File: config.mk
export PLATFORM = sky130hd
export DESIGN_NAME = rdg_judge
export DESIGN_NICKNAME = d
export VERILOG_FILES = /design/src/rdg_pkg.sv /design/src/rdg_judge.sv
export SDC_FILE = /design/constraint.sdc
export NUM_CORES = 1
export LEC_CHECK = 0
export BUFFER_PORTS_ARGS = -buffer_cell sky130_fd_sc_hd__buf_4
export CAP_MARGIN = 30
export CORE_UTILIZATION = 58
export DETAILED_ROUTE_END_ITERATION = 10
export PLACE_DENSITY = 0.87
export SLEW_MARGIN = 10
export SYNTH_ARGS = -nofsm -noshare
export SYNTH_HDL_FRONTEND = slang
export SYNTH_SLANG_ARGS = --single-unit
File: constraint.sdc
create_clock -name clk_i -period 5.56 [get_ports clk_i]
set_input_delay 0.278 -clock clk_i [delete_from_list [all_inputs] [get_ports clk_i]]
set_output_delay 0.278 -clock clk_i [all_outputs]
set_load 0.02 [all_outputs]
File: src/rdg_pkg.sv
// Shared constants, types and slot arithmetic for the ridge detector.
// No dependencies; imported by every module of the block.
package rdg_pkg;

  localparam int MAX_RADIUS  = 8;
  localparam int MAX_HEIGHT  = 1024;
  localparam int MAX_WIDTH   = 4096;
  localparam int SAMPLE_BITS = 16;

  localparam int NSLOTS      = 2 * MAX_RADIUS + 1;
  localparam int STORE_DEPTH = NSLOTS * MAX_HEIGHT;

  localparam int RAD_W  = $clog2(MAX_RADIUS + 1);
  localparam int SLOT_W = $clog2(NSLOTS);
  localparam int ROW_W  = $clog2(MAX_HEIGHT);
  localparam int COL_W  = $clog2(MAX_WIDTH);
  localparam int HGT_W  = $clog2(MAX_HEIGHT + 1);
  localparam int WID_W  = $clog2(MAX_WIDTH + 1);
  localparam int ADDR_W = SLOT_W + ROW_W;

  // Scan position of the incoming beat; slot is col modulo NSLOTS.
  typedef struct packed {
    logic [COL_W-1:0]  col;
    logic [ROW_W-1:0]  row;
    logic [SLOT_W-1:0] slot;
  } pos_t;

  typedef struct packed {
    logic                          we;
    logic [ADDR_W-1:0]             waddr;
    logic signed [SAMPLE_BITS-1:0] wdata;
    logic [ADDR_W-1:0]             raddr_a;
    logic [ADDR_W-1:0]             raddr_b;
  } mem_req_t;

  typedef struct packed {
    logic             flag;
    logic [COL_W-1:0] col;
    logic [ROW_W-1:0] row;
  } result_t;

  function automatic logic [SLOT_W-1:0] slot_add(input logic [SLOT_W-1:0] s,
                                                 input logic [RAD_W-1:0]  k);
    logic [SLOT_W:0] sum;
    sum = (SLOT_W + 1)'(s) + (SLOT_W + 1)'(k);
    if (sum >= (SLOT_W + 1)'(NSLOTS)) sum = sum - (SLOT_W + 1)'(NSLOTS);
    return sum[SLOT_W-1:0];
  endfunction

  function automatic logic [SLOT_W-1:0] slot_sub(input logic [SLOT_W-1:0] s,
                                                 input logic [RAD_W-1:0]  k);
    logic [SLOT_W:0] diff;
    diff = (SLOT_W + 1)'(s) + (SLOT_W + 1)'(NSLOTS) - (SLOT_W + 1)'(k);
    if (diff >= (SLOT_W + 1)'(NSLOTS)) diff = diff - (SLOT_W + 1)'(NSLOTS);
    return diff[SLOT_W-1:0];
  endfunction

endpackage

File: src/rdg_judge.sv
// Per-beat sequencer: writes the sample, walks the neighbor pairs through
// the store's two read ports, compares, and holds the result register.
// Depends on rdg_pkg.
module rdg_judge (
  input  logic                                   clk_i,
  input  logic                                   rst_ni,
  input  logic                                   sample_valid_i,
  output logic                                   sample_ready_o,
  input  logic signed [rdg_pkg::SAMPLE_BITS-1:0] sample_i,
  input  rdg_pkg::pos_t                          pos_i,
  input  logic [rdg_pkg::RAD_W-1:0]              radius_i,
  output rdg_pkg::mem_req_t                      mem_req_o,
  input  logic signed [rdg_pkg::SAMPLE_BITS-1:0] rdata_a_i,
  input  logic signed [rdg_pkg::SAMPLE_BITS-1:0] rdata_b_i,
  output logic                                   out_valid_o,
  input  logic                                   out_ready_i,
  output rdg_pkg::result_t                       result_o
);
  import rdg_pkg::*;

  localparam logic [1:0] ST_IDLE   = 2'd0;
  localparam logic [1:0] ST_READ   = 2'd1;
  localparam logic [1:0] ST_FINISH = 2'd2;

  localparam logic [1:0] KIND_CTR = 2'd0;
  localparam logic [1:0] KIND_X   = 2'd1;
  localparam logic [1:0] KIND_Y   = 2'd2;

  logic [1:0]                    state_q, state_d;
  logic [RAD_W-1:0]              d_q, d_d;
  logic                          axis_q, axis_d;
  logic [COL_W-1:0]              cc_q, cc_d;
  logic [ROW_W-1:0]              cr_q, cr_d;
  logic [SLOT_W-1:0]             slot_cc_q, slot_cc_d;
  logic                          judge_q, judge_d;
  logic                          xmax_q, xmax_d;
  logic                          ymax_q, ymax_d;
  logic signed [SAMPLE_BITS-1:0] centre_q, centre_d;
  logic                          rd_valid_q, rd_valid_d;
  logic [1:0]                    rd_kind_q, rd_kind_d;
  logic                          out_valid_q, out_valid_d;
  result_t                       result_q, result_d;

  logic             accept;
  logic [COL_W-1:0] rad_col;
  logic [ROW_W-1:0] rad_row;
  logic [ROW_W-1:0] d_row;
  logic             pair_ok_a;

  assign sample_ready_o = (state_q == ST_IDLE);
  assign accept         = sample_valid_i & sample_ready_o;
  assign rad_col        = COL_W'(radius_i);
  assign rad_row        = ROW_W'(radius_i);
  assign d_row          = ROW_W'(d_q);

  // Store write and read addressing
  always_comb begin
    mem_req_o.we      = accept;
    mem_req_o.waddr   = {pos_i.slot, pos_i.row};
    mem_req_o.wdata   = sample_i;
    mem_req_o.raddr_a = {slot_cc_q, cr_q};
    mem_req_o.raddr_b = {slot_cc_q, cr_q};
    if (d_q != '0) begin
      if (!axis_q) begin
        mem_req_o.raddr_a = {slot_add(slot_cc_q, d_q), cr_q};
        mem_req_o.raddr_b = {slot_sub(slot_cc_q, d_q), cr_q};
      end else begin
        mem_req_o.raddr_a = {slot_cc_q, ROW_W'(cr_q + d_row)};
        mem_req_o.raddr_b = {slot_cc_q, ROW_W'(cr_q - d_row)};
      end
    end
  end

  // Larger-index neighbor strictly below, smaller-index neighbor not above
  assign pair_ok_a = (centre_q > rdata_a_i) && (centre_q >= rdata_b_i);

  always_comb begin
    state_d     = state_q;
    d_d         = d_q;
    axis_d      = axis_q;
    cc_d        = cc_q;
    cr_d        = cr_q;
    slot_cc_d   = slot_cc_q;
    judge_d     = judge_q;
    xmax_d      = xmax_q;
    ymax_d      = ymax_q;
    centre_d    = centre_q;
    rd_valid_d  = 1'b0;
    rd_kind_d   = rd_kind_q;
    out_valid_d = out_valid_q;
    result_d    = result_q;

    if (rd_valid_q) begin
      unique case (rd_kind_q)
        KIND_CTR: centre_d = rdata_a_i;
        KIND_X:   if (!pair_ok_a) xmax_d = 1'b0;
        KIND_Y:   if (!pair_ok_a) ymax_d = 1'b0;
        default:  ;
      endcase
    end

    if (out_valid_q && out_ready_i) out_valid_d = 1'b0;

    unique case (state_q)
      ST_IDLE: begin
        if (accept) begin
          cc_d      = pos_i.col - rad_col;
          cr_d      = pos_i.row - rad_row;
          slot_cc_d = slot_sub(pos_i.slot, radius_i);
          judge_d   = (radius_i != '0) && (cc_d >= rad_col) && (cr_d >= rad_row);
          xmax_d    = 1'b1;
          ymax_d    = 1'b1;
          d_d       = '0;
          axis_d    = 1'b0;
          if ((pos_i.col >= rad_col) && (pos_i.row >= rad_row)) begin
            state_d = judge_d ? ST_READ : ST_FINISH;
          end
        end
      end
      ST_READ: begin
        rd_valid_d = 1'b1;
        rd_kind_d  = (d_q == '0) ? KIND_CTR : (axis_q ? KIND_Y : KIND_X);
        if (d_q == '0) begin
          d_d    = RAD_W'(1);
          axis_d = 1'b0;
        end else if (!axis_q) begin
          axis_d = 1'b1;
        end else if (d_q == radius_i) begin
          state_d = ST_FINISH;
        end else begin
          d_d    = d_q + RAD_W'(1);
          axis_d = 1'b0;
        end
      end
      ST_FINISH: begin
        // wait for the last compare, then for a free result register
        if (!rd_valid_q && (!out_valid_q || out_ready_i)) begin
          out_valid_d   = 1'b1;
          result_d.flag = judge_q & (xmax_q | ymax_q);
          result_d.col  = cc_q;
          result_d.row  = cr_q;
          state_d       = ST_IDLE;
        end
      end
      default: state_d = ST_IDLE;
    endcase
  end

  always_ff @(posedge clk_i or negedge rst_ni) begin
    if (!rst_ni) begin
      state_q     <= ST_IDLE;
      rd_valid_q  <= 1'b0;
      out_valid_q <= 1'b0;
    end else begin
      state_q     <= state_d;
      rd_valid_q  <= rd_valid_d;
      out_valid_q <= out_valid_d;
    end
  end

  always_ff @(posedge clk_i) begin
    d_q       <= d_d;
    axis_q    <= axis_d;
    cc_q      <= cc_d;
    cr_q      <= cr_d;
    slot_cc_q <= slot_cc_d;
    judge_q   <= judge_d;
    xmax_q    <= xmax_d;
    ymax_q    <= ymax_d;
    centre_q  <= centre_d;
    rd_kind_q <= rd_kind_d;
    result_q  <= result_d;
  end

  assign out_valid_o = out_valid_q;
  assign result_o    = result_q;

endmodule
==> flow_summary.json <==
{
  "status": "finished clean",
  "grt_usage_pct": 26.3,
  "clk_pin_slew_ps": 90,
  "layout-drive-gt1-share_pct": 23.3,
  "hold_path.class": "in2reg",
  "setup_viol": 0,
  "synth-warning-count": 0,
  "yosysSeqAreaShare_pct": 38.1,
  "r2r_setup_slack_ps": 3170,
  "worst_pin_slew_ps": 651,
  "hold_viol": 0,
  "first_pass_iters": 5,
  "post-route-period-util_pct": 66.6,
  "cp-end-kind": "primary output",
  "synth_edf_count": 74,
  "num_vias": 5055,
  "start_kind": "flip-flop",
  "port_buffers": 137,
  "cp.required_ps": 5280,
  "cts_root_buffer": "clkbuf_8",
  "fin_skew_ps": 12.4,
  "cts.sinks": 80,
  "detailed_place_hpwl_um": 12000,
  "routed_wl_um": 14700,
  "syn_to_final_growth_pct": 18.8,
  "finalNonFillerCells": 869,
  "slew-limit-headroom_pct": 56.3,
  "syn-num-nets": 791,
  "synth-main-ff-cell": "edfxtp_1",
  "pwr_density_cell_nw_per_um2": 474,
  "viasPerCell": 5.82,
  "p_leak_nw": 3.38,
  "drt_iter0_drc": 360,
  "vdd_drop_max_uv": 345,
  "fp.dieW_um": 105,
  "clock_path_buffers": 2,
  "period_minus_slack_ps": 3700,
  "cts_resized": 0,
  "core.rowCount": 37,
  "netlist_instances": 617,
  "grt_max_degree": 19,
  "clk_latency_ps": 350,
  "finalPower_w": 0.00349,
  "finalInstanceArea_um2": 7370,
  "synth-seq-cells": 80,
  "dieArea_um2": 11100,
  "max_clock_freq_mhz": 270,
  "ys_types": 64,
  "fin_setup_tns_ps": 0,
  "place_inst": 852,
  "io_pins": 170,
  "grt_pass1_vias": 5039,
  "maxCapViolations": 0,
  "cp.arrival_ps": 3420,
  "final_nets": 902,
  "maxSlewViolCount": 0,
  "die_y_um": 105,
  "cts.htree.levels": 3,
  "syn_area_um2": 6200,
  "place.gp.congestion": 0.915,
  "grt.overflow.total": 0,
  "drc": 0,
  "ant_nets": 0,
  "grt_pass1_wl_um": 23200,
  "syn_area_per_cell_um2": 10.1,
  "placed_area_um2": 7160,
  "cts_tree": "done",
  "fill_cells": 748,
  "antennaDiodeCount": 0,
  "async_reset_ff_share_pct": 5.00,
  "core-area_um2": 10400,
  "cp_max_fo": 9,
  "routedWlPerCell_um": 16.9,
  "critPathKind": "reg2out",
  "antenna_found_initial": 0,
  "rsz0062_at_grt": "no",
  "start_util_pct": 59.8,
  "cts_inserted_buffers": 9
}
## layer usage
| metal | global-route usage (%) | vias to the layer above | routed length (µm) |
|---|---|---|---|
| met5 | 0 | - | 0 |
| met4 | 13.3 | 0 | 534 |
| met3 | 4.14 | 52 | 1020 |
| met2 | 46.0 | 256 | 7180 |
| met1 | 31.5 | 2333 | 5960 |
| li1 | - | 2414 | - |
## final cells by class
type | instances | area [µm²] | share of cell area (%)
well taps | 136 | 170 | 2.31
clock inverters | 7 | 76.3 | 1.04
repair buffers | 141 | 1070 | 14.5
clock buffers | 9 | 124 | 1.68
multi-input cells | 421 | 3290 | 44.6
flip-flops and latches | 80 | 2360 | 32.0
inverters | 75 | 282 | 3.82
## cell usage after synthesis (all sizes together), types with 3 or more instances
master,n,area [µm²]
clkbuf,8,30.0
nor2,29,109
fa,7,140
a21o,13,97.6
nand2b,8,50.1
edfxtp,74,2220
a31oi,4,25.0
nor3,20,100
ha,84,1050
mux2i,3,30.0
nand3b,4,30.0
dfrtp,4,100
xor2,22,193
nor4,6,37.5
o31ai,3,22.5
a2111o,4,45.0
and3,7,43.8
xnor2,22,193
nand3,14,70.1
nand4,14,87.6
nor2b,6,37.5
a21oi,29,145
and2,3,18.8
inv,75,282
nand2,28,105
or4,7,57.6
or3,13,82.6
o21ai,30,150
o21a,7,52.6
or2,3,18.8
buf,33,248
## through the flow
stage          hold slack, ps  setup slack (ps)  utilization [%]
6_report                  112              1860             71.1
5_1_grt                  89.6              1630             71.1
4_1_cts                   101              1890             71.1
3_5_place_dp             78.0              2270             69.1
3_3_place_gp             76.4              2460             68.9
2_1_floorplan           -17.6              2450                -
## layout by cell type (no fill, tap or decap), drive strengths merged, types with 13 or more instances in the layout
cell    netlist  routed
a21oi        29      29
nand2        28      28
nand4        14      14
xnor2        22      22
buf          33     140
or3          13      13
nor2         29      29
nand3        14      14
o21ai        30      30
a21o         13      13
xor2         22      22
ha           84      84
nor3         20      20
edfxtp       74      74
inv          75      78
## sequential cells by signal, indices dropped and copies added (netlist names), 2 cells and up
register   cells
slot_cc_q      5
centre_q      16
d_q            4
rd_kind_q      2
result_o      23
state_q        2
cc_q          12
cr_q          10
## final timing paths
check	start	endpoint	cells after the start
setup / recovery	d_q[1]$_SDFFCE_PP0P_	mem_req_o[11]	9
hold / removal	rdata_a_i[13]	centre_q[13]$_DFFE_PP_	1
setup reg to reg	d_q[1]$_SDFFCE_PP0P_	state_q[1]$_DFFE_PN0P_	9
hold reg to reg	cc_q[10]$_DFFE_PP_	result_o[20]$_DFFE_PP_	0
max in group asynchronous	rst_ni	state_q[1]$_DFFE_PN0P_	2
min in group asynchronous	rst_ni	rd_valid_q$_DFF_PN0_	2
## what timing repair did
action	CTS	global route
endpoints found under the hold margin	4	0
setup buffers	0	0
endpoints found under the setup margin	0	0
hold buffers	1	0
## worst max-delay path, stage by stage (launching register included)
cell and delay [ps]:
edfxtp_1 580, ha_1 380, inv_1 40, ha_1 220, fa_1 520, nor4_1 430
o21ai_0 200, and3_1 220, a311o_1 320, buf_4 160
## power breakdown
part	internal (W)	switching, W
logic	0.000848	0.00123
registers	0.000845	0.000128
clock network	0.000212	0.000226
total	0.00190	0.00159
## cell families (layout without fill, tap and decap cells)
| family | count (synthesis) | in the layout | share of synthesized area [%] |
|---|---|---|---|
| and+or+nand+nor | 170 | 170 | 14.9 |
| buffers and inverters | 116 | 232 | 9.01 |
| AOI/OAI and AO/OA | 113 | 113 | 12.1 |
| adders and majority gates | 91 | 91 | 19.2 |
| DFF | 80 | 80 | 38.1 |
| xor gates and xnor gates | 44 | 44 | 6.21 |
| muxes | 3 | 3 | 0.484 |
Note: power is estimated with default switching activity, not from simulation.
